--- src/rtl/ale_pkg.sv ---
package ale_pkg;

  localparam int ALE_CAPACITY   = 128;
  localparam int ALE_DATA_WIDTH = 32;

  typedef enum logic [2:0] {
    OP_GET    = 3'd0,
    OP_INSERT = 3'd1,
    OP_DELETE = 3'd2,
    OP_PRIOR  = 3'd3,
    OP_NEXT   = 3'd4,
    OP_CLEAR  = 3'd5
  } op_t;

  typedef enum logic [1:0] {
    STAT_OK        = 2'd0,
    STAT_BAD_POS   = 2'd1,
    STAT_FULL      = 2'd2,
    STAT_NOT_FOUND = 2'd3
  } status_t;

  typedef enum logic [1:0] {
    ST_IDLE,
    ST_CHECK,
    ST_WALK,
    ST_FINISH
  } state_t;

  typedef struct packed {
    logic    valid;
    status_t status;
  } done_t;

endpackage

--- src/rtl/ale_store.sv ---
module ale_store #(
  parameter int DEPTH = 128,
  parameter int DW    = 32,
  parameter int AW    = 7
) (
  input  logic          clk,
  input  logic          we,
  input  logic [AW-1:0] waddr,
  input  logic [DW-1:0] wdata,
  input  logic          re,
  input  logic [AW-1:0] raddr,
  output logic [DW-1:0] rdata
);

  logic [DW-1:0] mem [DEPTH];
  logic [DW-1:0] rdata_r;

  always_ff @(posedge clk) begin
    if (we) begin
      mem[waddr] <= wdata;
    end
  end

  always_ff @(posedge clk) begin
    if (re) begin
      rdata_r <= mem[raddr];
    end
  end

  assign rdata = rdata_r;

endmodule

--- src/rtl/ale_ctrl.sv ---
module ale_ctrl
  import ale_pkg::*;
#(
  parameter int CAPACITY   = ALE_CAPACITY,
  parameter int DATA_WIDTH = ALE_DATA_WIDTH,
  parameter int AW         = $clog2(CAPACITY),
  parameter int CW         = $clog2(CAPACITY + 1)
) (
  input  logic                  clk,
  input  logic                  rst_n,
  input  logic                  start,
  input  logic [2:0]            opcode,
  input  logic [7:0]            position,
  input  logic [DATA_WIDTH-1:0] value,
  output logic                  busy,
  output done_t                 done,
  output logic [DATA_WIDTH-1:0] result,
  output logic [CW-1:0]         cnt_next,
  output logic                  mem_we,
  output logic [AW-1:0]         mem_waddr,
  output logic [DATA_WIDTH-1:0] mem_wdata,
  output logic                  mem_re,
  output logic [AW-1:0]         mem_raddr,
  input  logic [DATA_WIDTH-1:0] mem_rdata
);

  localparam int XW = ((CW > 8) ? CW : 8) + 1;

  state_t                state_r, state_nxt;
  op_t                   op_r, op_nxt;
  logic [7:0]            pos_r, pos_nxt;
  logic [DATA_WIDTH-1:0] val_r, val_nxt;
  logic [CW-1:0]         cnt_r, cnt_nxt;
  logic [CW-1:0]         rem_r, rem_nxt;
  logic [AW-1:0]         rd_addr_r, rd_addr_nxt;
  logic                  pend_r, pend_nxt;
  logic [AW-1:0]         pend_addr_r, pend_addr_nxt;
  logic                  found_r, found_nxt;
  logic [DATA_WIDTH-1:0] prev_r, prev_nxt;
  logic [DATA_WIDTH-1:0] result_r, result_nxt;
  status_t               status_r, status_nxt;

  logic [XW-1:0] pos_x;
  logic [XW-1:0] cnt_x;
  logic [AW-1:0] pos_idx;
  logic          pos_bad;
  logic          ins_bad;
  logic          is_full;
  logic          last_elem;

  assign pos_x     = XW'(pos_r);
  assign cnt_x     = XW'(cnt_r);
  assign pos_idx   = AW'(pos_r - 8'd1);
  assign pos_bad   = (pos_r == 8'd0) || (pos_x > cnt_x);
  assign ins_bad   = (pos_r == 8'd0) || (pos_x > cnt_x + XW'(1));
  assign is_full   = cnt_x >= XW'(CAPACITY);
  assign last_elem = ((CW + 1)'(pend_addr_r) + (CW + 1)'(1)) >= (CW + 1)'(cnt_r);

  always_ff @(posedge clk) begin
    if (!rst_n) begin
      state_r <= ST_IDLE;
      cnt_r   <= '0;
      pend_r  <= 1'b0;
      found_r <= 1'b0;
    end else begin
      state_r <= state_nxt;
      cnt_r   <= cnt_nxt;
      pend_r  <= pend_nxt;
      found_r <= found_nxt;
    end
  end

  always_ff @(posedge clk) begin
    op_r        <= op_nxt;
    pos_r       <= pos_nxt;
    val_r       <= val_nxt;
    rem_r       <= rem_nxt;
    rd_addr_r   <= rd_addr_nxt;
    pend_addr_r <= pend_addr_nxt;
    prev_r      <= prev_nxt;
    result_r    <= result_nxt;
    status_r    <= status_nxt;
  end

  always_comb begin
    state_nxt     = state_r;
    op_nxt        = op_r;
    pos_nxt       = pos_r;
    val_nxt       = val_r;
    cnt_nxt       = cnt_r;
    rem_nxt       = rem_r;
    rd_addr_nxt   = rd_addr_r;
    pend_nxt      = pend_r;
    pend_addr_nxt = pend_addr_r;
    found_nxt     = found_r;
    prev_nxt      = prev_r;
    result_nxt    = result_r;
    status_nxt    = status_r;
    mem_we        = 1'b0;
    mem_waddr     = pend_addr_r;
    mem_wdata     = mem_rdata;
    mem_re        = 1'b0;
    mem_raddr     = rd_addr_r;
    done          = '0;

    unique case (state_r)
      ST_IDLE: begin
        if (start) begin
          op_nxt     = op_t'(opcode);
          pos_nxt    = position;
          val_nxt    = value;
          status_nxt = STAT_OK;
          result_nxt = '0;
          found_nxt  = 1'b0;
          pend_nxt   = 1'b0;
          state_nxt  = ST_CHECK;
        end
      end

      ST_CHECK: begin
        state_nxt = ST_FINISH;
        unique case (op_r)
          OP_GET: begin
            if (pos_bad) begin
              status_nxt = STAT_BAD_POS;
            end else begin
              rd_addr_nxt = pos_idx;
              rem_nxt     = CW'(1);
              state_nxt   = ST_WALK;
            end
          end
          OP_INSERT: begin
            if (ins_bad) begin
              status_nxt = STAT_BAD_POS;
            end else if (is_full) begin
              status_nxt = STAT_FULL;
            end else begin
              rd_addr_nxt = AW'(cnt_r - CW'(1));
              rem_nxt     = CW'(cnt_x - pos_x + XW'(1));
              state_nxt   = ST_WALK;
            end
          end
          OP_DELETE: begin
            if (pos_bad) begin
              status_nxt = STAT_BAD_POS;
            end else begin
              rd_addr_nxt = pos_idx;
              rem_nxt     = CW'(cnt_x - pos_x + XW'(1));
              state_nxt   = ST_WALK;
            end
          end
          OP_PRIOR, OP_NEXT: begin
            rd_addr_nxt = '0;
            rem_nxt     = cnt_r;
            state_nxt   = ST_WALK;
          end
          OP_CLEAR: begin
            state_nxt = ST_FINISH;
          end
          default: begin
            state_nxt = ST_FINISH;
          end
        endcase
      end

      ST_WALK: begin
        // one read issued per cycle; the store registers the read data, which is back in the next cycle
        if (rem_r != '0) begin
          mem_re        = 1'b1;
          pend_nxt      = 1'b1;
          pend_addr_nxt = rd_addr_r;
          rem_nxt       = rem_r - CW'(1);
          rd_addr_nxt   = (op_r == OP_INSERT) ? rd_addr_r - AW'(1) : rd_addr_r + AW'(1);
        end else begin
          pend_nxt = 1'b0;
        end

        if (pend_r) begin
          unique case (op_r)
            OP_GET: begin
              result_nxt = mem_rdata;
              state_nxt  = ST_FINISH;
            end
            OP_INSERT: begin
              mem_we    = 1'b1;
              mem_waddr = pend_addr_r + AW'(1);
            end
            OP_DELETE: begin
              if (pend_addr_r == pos_idx) begin
                result_nxt = mem_rdata;
              end else begin
                mem_we    = 1'b1;
                mem_waddr = pend_addr_r - AW'(1);
              end
            end
            OP_PRIOR, OP_NEXT: begin
              prev_nxt = mem_rdata;
              if (found_r) begin
                result_nxt = mem_rdata;
                state_nxt  = ST_FINISH;
              end else if (mem_rdata == val_r) begin
                if (op_r == OP_PRIOR) begin
                  if (pend_addr_r == '0) begin
                    status_nxt = STAT_NOT_FOUND;
                  end else begin
                    result_nxt = prev_r;
                  end
                  state_nxt = ST_FINISH;
                end else if (last_elem) begin
                  status_nxt = STAT_NOT_FOUND;
                  state_nxt  = ST_FINISH;
                end else begin
                  found_nxt = 1'b1;
                end
              end
            end
            default: begin
              state_nxt = ST_FINISH;
            end
          endcase
        end else if (rem_r == '0) begin
          if (op_r == OP_PRIOR || op_r == OP_NEXT) begin
            status_nxt = STAT_NOT_FOUND;
          end
          state_nxt = ST_FINISH;
        end
      end

      ST_FINISH: begin
        done.valid  = 1'b1;
        done.status = status_r;
        pend_nxt    = 1'b0;
        state_nxt   = ST_IDLE;
        if (status_r == STAT_OK) begin
          unique case (op_r)
            OP_INSERT: begin
              mem_we    = 1'b1;
              mem_waddr = pos_idx;
              mem_wdata = val_r;
              cnt_nxt   = cnt_r + CW'(1);
            end
            OP_DELETE: begin
              cnt_nxt = cnt_r - CW'(1);
            end
            OP_CLEAR: begin
              cnt_nxt = '0;
            end
            default: begin
              cnt_nxt = cnt_r;
            end
          endcase
        end
      end

      default: begin
        state_nxt = ST_IDLE;
      end
    endcase
  end

  assign busy     = (state_r != ST_IDLE);
  assign result   = result_r;
  assign cnt_next = cnt_nxt;

`ifndef NO_ASSERTIONS
  a_cnt_bound: assert property (@(posedge clk) disable iff (!rst_n)
    cnt_r <= CW'(CAPACITY))
    else $error("element count beyond capacity");

  a_start_check: assert property (@(posedge clk) disable iff (!rst_n)
    (start && !busy) |=> (state_r == ST_CHECK))
    else $error("accepted transaction not decoded");

  a_write_phase: assert property (@(posedge clk) disable iff (!rst_n)
    mem_we |-> (state_r == ST_WALK || state_r == ST_FINISH))
    else $error("store written outside walk or finish");

  a_full_no_grow: assert property (@(posedge clk) disable iff (!rst_n)
    (state_r == ST_FINISH && op_r == OP_INSERT && status_r == STAT_FULL)
      |=> (cnt_r == $past(cnt_r)))
    else $error("full list grew");
`endif

endmodule

--- src/rtl/array_list_engine.sv ---
// Ordered list of up to CAPACITY values held in a single-port-read store. A
// transaction is taken when start is high and busy is low; busy stays high
// until its result has been produced. Clear, the spare opcodes and rejected
// requests go from the decode state ST_CHECK straight to ST_FINISH; get makes
// one store read in ST_WALK first; insert, delete and value search walk their
// elements in ST_WALK (up to the list length), since every element passes
// through the store's one read port, one a cycle; out_valid is registered from
// ST_FINISH. The next transaction can be taken in the cycle in which out_valid
// is high. Each result is shown for exactly one cycle with out_valid high and
// cannot be held off by the receiver, so it has to be captured in that cycle.
module array_list_engine
  import ale_pkg::*;
#(
  parameter int CAPACITY   = ALE_CAPACITY,
  parameter int DATA_WIDTH = ALE_DATA_WIDTH
) (
  input  logic        clk,
  input  logic        rst_n,
  input  logic        start,
  output logic        busy,
  input  logic [2:0]  in_opcode,
  input  logic [7:0]  in_position,
  input  logic [31:0] in_item_value,
  output logic        out_valid,
  output logic [1:0]  out_status,
  output logic [31:0] out_result_value,
  output logic [7:0]  out_list_length,
  output logic        out_list_empty
);

  localparam int AW = $clog2(CAPACITY);
  localparam int CW = $clog2(CAPACITY + 1);

  done_t                 done;
  logic [DATA_WIDTH-1:0] result;
  logic [CW-1:0]         cnt_next;
  logic                  mem_we;
  logic [AW-1:0]         mem_waddr;
  logic [DATA_WIDTH-1:0] mem_wdata;
  logic                  mem_re;
  logic [AW-1:0]         mem_raddr;
  logic [DATA_WIDTH-1:0] mem_rdata;

  logic        out_valid_r;
  logic [1:0]  out_status_r;
  logic [31:0] out_result_value_r;
  logic [7:0]  out_list_length_r;
  logic        out_list_empty_r;

  ale_ctrl #(
    .CAPACITY   (CAPACITY),
    .DATA_WIDTH (DATA_WIDTH),
    .AW         (AW),
    .CW         (CW)
  ) u_ctrl (
    .clk       (clk),
    .rst_n     (rst_n),
    .start     (start),
    .opcode    (in_opcode),
    .position  (in_position),
    .value     (DATA_WIDTH'(in_item_value)),
    .busy      (busy),
    .done      (done),
    .result    (result),
    .cnt_next  (cnt_next),
    .mem_we    (mem_we),
    .mem_waddr (mem_waddr),
    .mem_wdata (mem_wdata),
    .mem_re    (mem_re),
    .mem_raddr (mem_raddr),
    .mem_rdata (mem_rdata)
  );

  ale_store #(
    .DEPTH (CAPACITY),
    .DW    (DATA_WIDTH),
    .AW    (AW)
  ) u_store (
    .clk   (clk),
    .we    (mem_we),
    .waddr (mem_waddr),
    .wdata (mem_wdata),
    .re    (mem_re),
    .raddr (mem_raddr),
    .rdata (mem_rdata)
  );

  always_ff @(posedge clk) begin
    if (!rst_n) begin
      out_valid_r <= 1'b0;
    end else begin
      out_valid_r <= done.valid;
    end
  end

  always_ff @(posedge clk) begin
    if (done.valid) begin
      out_status_r       <= done.status;
      out_result_value_r <= 32'(result);
      out_list_length_r  <= 8'(cnt_next);
      out_list_empty_r   <= (cnt_next == '0);
    end
  end

  assign out_valid        = out_valid_r;
  assign out_status       = out_status_r;
  assign out_result_value = out_result_value_r;
  assign out_list_length  = out_list_length_r;
  assign out_list_empty   = out_list_empty_r;

endmodule

--- config.mk ---
export PLATFORM = sky130hd
export DESIGN_NAME = array_list_engine
export DESIGN_NICKNAME = d
export VERILOG_FILES = /design/src/rtl/ale_pkg.sv /design/src/rtl/ale_store.sv /design/src/rtl/ale_ctrl.sv /design/src/rtl/array_list_engine.sv
export SDC_FILE = /design/constraint.sdc
export NUM_CORES = 2
export LEC_CHECK = 0
export BUFFER_PORTS_ARGS = -buffer_cell sky130_fd_sc_hd__buf_2
export CAP_MARGIN = 20
export CORE_MARGIN = 2
export CORE_UTILIZATION = 40
export CTS_CLUSTER_SIZE = 12
export DETAILED_ROUTE_END_ITERATION = 16
export GPL_ROUTABILITY_DRIVEN = 0
export PLACE_DENSITY_LB_ADDON = 0.2
export SLEW_MARGIN = 25
export SYNTH_ARGS = -nofsm -noshare
export SYNTH_HDL_FRONTEND = slang
export SYNTH_HIERARCHICAL = 1
export SYNTH_SLANG_ARGS = --single-unit
--- constraint.sdc ---
create_clock -name clk -period 5.8 [get_ports clk]
set_clock_uncertainty 0.05 [all_clocks]
set_input_delay 1.45 -clock clk [delete_from_list [all_inputs] [get_ports clk]]
set_output_delay 1.45 -clock clk [all_outputs]
set_load 0.005 [all_outputs]
# After elaboration in Yosys (flattened, before gate mapping)
# Memories as Yosys holds them, arrays and structs flattened. A register that Yosys moved wholly into a read port is not among the register bits.
# Index checks and enable logic that the tools add are counted.
[word_totals]
romBits = 0
ram_bits = 4096
mem_count = 1
latchBits = 0
word_cells = 185
ff_bits = 187
[mem_list]
columns = ["memory", "depth", "word_bits", "rd", "rd_clocked_by_memory_dff", "write_ports", "line", "source"]
rows = [
  ["u_store.mem", 128, 32, 1, 1, 1, "ale_store.sv:15", "logic [DW-1:0] mem [DEPTH];"],
]
[classes]
n_bitwise = 0
n_lt_le_gt_ge = 4
n_mux = 82
shifts = 0
eq_ne = 39
mul = 0
reduce_logical = 29
n_div = 0
addsub = 12
[ops]
columns = ["cell", "count"]
rows = [
  ["2-to-1 mux 32 bit", 10],
  ["one-hot mux 32 bit (3 select lines)", 1],
  ["one-hot mux 32 bit (2 select lines)", 1],
  ["2-to-1 mux 7 bit", 9],
  ["2-to-1 mux 8 bit", 7],
  ["one-hot mux 7 bit (2 select lines)", 3],
  ["2-to-1 mux 2 bit", 20],
  ["== test 32 bit", 1],
  ["one-hot mux 8 bit (4 select lines)", 1],
  ["!= test 3 bit (second input constant)", 9],
  ["logical NOT 8 bit", 3],
  ["one-hot mux 8 bit (3 select lines)", 1],
  ["one-hot mux 7 bit (3 select lines)", 1],
  ["subtractor 7 x 1 -> 7 bit (second input constant)", 3],
  ["2-to-1 mux 1 bit", 17],
  ["adder 8 x 1 -> 8 bit (second input constant)", 2],
  ["!= test 4 x 2 -> 1 bit (second input constant)", 4],
  ["one-hot mux 8 bit (2 select lines)", 1],
  ["subtractor 8 x 1 -> 8 bit (second input constant)", 2],
  ["adder 7 x 1 -> 7 bit (second input constant)", 2],
  ["one-hot mux 2 bit (3 select lines)", 2],
  ["AND reduction 12 bit", 1],
  ["adder 8 x 1 -> 9 bit (second input constant)", 1],
  ["greater-or-equal comparator 9 x 8 -> 1 bit", 1],
  ["40 further kinds", 63],
]

# Longest topological paths before layout
[depth]
word_depth = 9
mapped_depth = 14

# Hierarchy
# Netlist, hierarchy kept.
[by_module_without_submodules]
columns = ["module", "n_inst", "seq_area_each_um2", "area_per_inst_um2", "cells_per_inst"]
rows = [
  ["ale_store", 1, 123958.9, 156605.2, 5990],
  ["ale_ctrl", 1, 4174.0, 8794.7, 821],
  ["array_list_engine", 1, 1311.3, 1336.3, 48],
]

# Worst setup path before layout
# OpenSTA, ideal clock, no wires.
[synth_path]
kind = "flip-flop to flip-flop"
start = "register u_ctrl.state_r[0]"
end = "memory u_store.mem[78][0] (enable)"
slack_ns = -0.401
synth_period_minus_slack_ns = 6.201
t_required_ns = 5.289
setup_ns = 0.461
stages_incl_launch_ff = 11
t_arrival_ns = 5.690
cell_sequence = "dfxtp_1 -> ha_1 -> and2_1 -> clkbuf_1 -> nand2_2 -> buf_2 -> mux2i_1 -> a2bb2oi_1 -> nor2b_1 -> nand3_1 -> nor3_1"
[synth_between]
word_cells_on_any_way = 6
cone_classes = "eq/ne: 2; mux: 4"
[synth_lines]
columns = ["item", "line", "source"]
rows = [
  ["start: declaration", "ale_ctrl.sv:29", "state_t state_r, state_nxt;"],
  ["start signal: assignment", "ale_ctrl.sv:66", "state_r <= state_nxt;"],
  ["== test 2 bit", "ale_ctrl.sv:106", "unique case (state_r)"],
  ["one-hot mux 7 bit (2 select lines) *", "ale_ctrl.sv:106", ""],
  ["named net mem_waddr[3]", "array_list_engine.sv:38", "logic [AW-1:0] mem_waddr;"],
  ["end: declaration", "ale_store.sv:15", ""],
]
# Mark *: on every way through the listed nets, which the timed path passes. The rest lies on a longest branch.

# Worst setup path after layout
[layout_path]
start = "register u_ctrl.pos_r[0]"
end = "memory u_store.mem[16][2] (enable)"
[layout_between]
word_cells_on_any_way = 14
cone_classes = "add/sub: 1; eq/ne: 1; mux: 12"
[layout_lines]
columns = ["item", "line", "source"]
rows = [
  ["start: declaration", "ale_ctrl.sv:31", "logic [7:0] pos_r, pos_nxt;"],
  ["start signal: assignment", "ale_ctrl.sv:75", "pos_r <= pos_nxt;"],
  ["subtractor 7 x 1 -> 7 bit *", "ale_ctrl.sv:53", "assign pos_idx = AW'(pos_r - 8'd1);"],
  ["== test 7 bit", "ale_ctrl.sv:189", "if (pend_addr_r == pos_idx) begin"],
  ["2-to-1 mux 7 bit", "ale_ctrl.sv:189", ""],
  ["one-hot mux 7 bit (2 select lines)", "ale_ctrl.sv:179", "unique case (op_r)"],
  ["2-to-1 mux 7 bit", "ale_ctrl.sv:178", "if (pend_r) begin"],
  ["one-hot mux 7 bit (2 select lines) *", "ale_ctrl.sv:106", ""],
  ["named net mem_waddr[0]", "array_list_engine.sv:38", ""],
]
# Marks and branches as above.

==> run_results.csv <==
group,metric,value,unit
run_status,outcome,"finished, final reports clean",
cells_and_area,fillers,34100,
min_path,hold_path.class,"reg2reg",
cells_and_area,drive_gt1_share,32.6,%
routing,wirelength,455000,um
routing,via_per_inst,5.94,
pwr,powerDensity,485,nW/um^2
synth,synth_flop_cell,"edfxtp_1",
routing,wire_per_inst,34.6,um
sta,hold_slack,0.368,ns
sta,slew_headroom,16.4,%
synth,syn_inst,6859,
pwr,comb_power_share,31.2,%
synth,netlist_area,167000,sq um
grt,antenna_found_initial,69,
routing,drc,0,
setup_path,max_stage_delay,0.54,ns
grt,grt_pass1_wl,630000,um
pwr,p_sw_share,32.3,%
cts,cts_max_level,5,
sta,finalSetupViolations,0,
pwr,clockPowerShare,28.1,%
synth,synth_edf_count,4302,
cts,postCtsHoldBufs,0,
routing,drt_iter0_markers,11800,
sta,setup_tns,0,ns
sta,fin_crit_sh,92.2,%
floorplanning,io_pins,91,
cells_and_area,area_growth,14.0,%
cells_and_area,fin_nets,7446,
setup_path,worstPathCellList,"inv_1 -> ha_1 -> nor3b_2 -> nand3_1 -> xnor3_1 -> nand4_4 -> a21oi_1 -> xnor2_1 -> o211ai_1 -> nor2b_1 -> nand2_2 -> buf_4 -> nor2_4 -> buf_4",
cells_and_area,fin_area,190000,sq um
sta,final_max_slew_viol_count,0,
setup_path,crit_slowest_cell,"nor2b_1",
cts,ctsLongestPathBuffers,4,
floorplanning,die_w,650,um
cts,path_clk_slew,0.07,ns
run,cap_violations,0,
synth,yosysMostFrequentCell,"edfxtp_1",
place,placedCellCount,12400,
cts,cts_sinks,4315,
synth,synthArstFlopShare,0,%
synth,post-synth-top-area-fraction,77.5,%
setup_path,required,6.33,ns
synth,synth.area.top_cells,"edfxtp_1 77%, mux4_2 18%, clkbuf_1 0.45%",
synth,yosysTopAreaCell,"edfxtp_1",
cts,cts-buffers-inserted,437,
floorplanning,die_h,650,um
pwr,power.total,92.2,mW
cts,insertion_delay,1.00,ns
place,post_dp_cell_area,177000,sq um
cts,root_buffer,"clkbuf_16",
pwr,p_int,62.4,mW
pwr,power_leakage,58.2,nW
setup_path,arrival,5.88,ns
routing,firstDrtPassIters,6,
cells_and_area,multiInputGateArea,36800,sq um
synth,synth-seq-cells,4315,
sta,layout_setup_ws,0.454,ns
floorplanning,core_area,416000,sq um
cts,cts_resized,0,
sta,period_needed,5.35,ns
routing,num_vias,78100,
grt,grtUsageMet2,32.2,%
setup_path,cp-end-kind,"register",
grt,met1_usage,32.6,%
min_path,hold_path_depth,0,
sta,hold_viol,0,
floorplanning,initial_utilization,40.1,%
routing,postRouteAntennaNets,0,
sta,tightest_slew,1.25,ns
cells_and_area,layout.cells.non_filler,13100,
place,dp_worst_setup_slack,0.591,ns
grt,grtUsageTotal,21.3,%
place,port_buffers,90,
floorplanning,rows,237,
setup_path,path_max_fanout,32,
grt,gr-total-overflow,0,
sta,grt_setup_unrepaired,"no",
pwr,switchingPower,29.7,mW
synth,yosysSeqAreaShare,77.6,%
setup_path,rr_worst_depth,14,
grt,grt_busiest_layer,"met1",
grt,grt_pass1_vias,76400,
synth,syn_area_per_cell,24.3,sq um
cells_and_area,postLayoutCoreUtil,45.7,%
cts,cts_tree,"built",
setup_path,path_class,"reg2reg",
synth,yosys-top-cells-count,"4,302 x edfxtp_1, 1,344 x mux4_2, 200 x clkbuf_1",
synth,yosysWarnings,6,
grt,grt_max_degree,129,
synth,yosysUniqueCellTypes,76,
floorplanning,die_area,422000,sq um
setup_path,worstSetupStartpointType,"register",
setup_path,crit_top_cell,"buf_4",
place,post-dp-hpwl,280000,um
cts,post_cts_buffers,0,
sta,max_freq,0.187,GHz
pwr,ir_drop,0.357,mV
synth,synth_nets,6964,
grt,use_met3,3.45,%
pwr,p_seq_share,40.7,%
cells_and_area,regArea,129000,sq um
power by group through the flow:
stage	logic (mW)	clock network, mW	registers (mW)
2_1_floorplan	16.1	0	37.9
3_3_place_gp	28.8	0	38.1
3_5_place_dp	29.0	0	38.1
4_1_cts	29.1	26.4	37.5
5_1_grt	29.8	27.6	37.5
6_report	28.8	25.9	37.5
final cells by class:
| class | instances | share of cell area (%) |
|---|---|---|
| sequential | 4315 | 68.1 |
| multi-input combinational | 2148 | 19.4 |
| clock buffer | 575 | 6.08 |
| tap | 5497 | 3.62 |
| timing repair buffer | 400 | 2.03 |
| clock inverter | 161 | 0.696 |
| inverter | 39 | 0.0770 |
| antenna | 13 | 0.0171 |
placed cells by master, fill, tap and decap left out, types with 15 or more instances in the layout:
cell       netlist  routed
nand3_1         30      26
mux4_2        1344    1344
nor2_4           0     121
mux2_4           0      28
clkbuf_1       200     132
xor2_1          15      15
ha_1            57      56
nand2_1        107     104
mux2_2          64      32
clkinv_2         0      44
nor2_1         159      37
edfxtp_1      4302    4302
buf_12           0      83
a21oi_1         68      68
buf_4           10     224
inv_1           38      38
o21ai_0         30      29
buf_2           84      90
xnor2_1         61      61
clkinv_1         0      81
clkbuf_16        0     440
final timing paths:
kind	start	endpoint	slack, ns
setup / recovery	u_ctrl/pos_r[0]	u_store/mem[16][2]	0.45
hold / removal	u_ctrl/result[22]	out_result_value[22]	0.37
setup reg to reg	u_ctrl/pos_r[0]	u_store/mem[16][2]	0.45
hold reg to reg	u_ctrl/result[22]	out_result_value[22]	0.37
critical path: cells and delay by family, from the launching register on:
kind                       cells  cell delay (ns)
AOI/OAI and AO/OA              2             0.59
xor gates and xnor gates       2             0.44
adders and majority gates      1             0.31
buffers and inverters          3             1.18
DFF                            1             0.49
and+or+nand+nor                6             1.84
state kept, by name (all words and copies together), names as in the netlist:
signal and cells:
out_list_length 8, out_result_value 32, u_ctrl/state_r 2, out_status 2, u_ctrl/rem_r 8, u_ctrl/status_r 2, u_store/rdata 32, u_ctrl/pend_addr_r 7
out_list_empty 1, u_store/mem 4096, out_valid 1, u_ctrl/op_r 3, u_ctrl/cnt_r 8, u_ctrl/pend_r 1, u_ctrl/val_r 32, u_ctrl/result 32
u_ctrl/found_r 1, u_ctrl/pos_r 8, u_ctrl/mem_raddr 7, u_ctrl/prev_r 32
per-layer routing:
metal	share of wire (%)	vias up	routed length (um)
met2	46	3739	209000
met5	0.0075	-	34
li1	-	30600	-
met3	8.6	522	39200
met1	43	43300	196000
met4	2.3	4	10400
cells by family after synthesis:
kind of cell,share of synthesized area [%]
flops,77.6
mux,18.6
xor+xnor,0.426
compound gates,0.718
simple gates,1.17
fa+ha+maj,0.452
buf+inv,0.992
(Power assumes the default switching activity.)
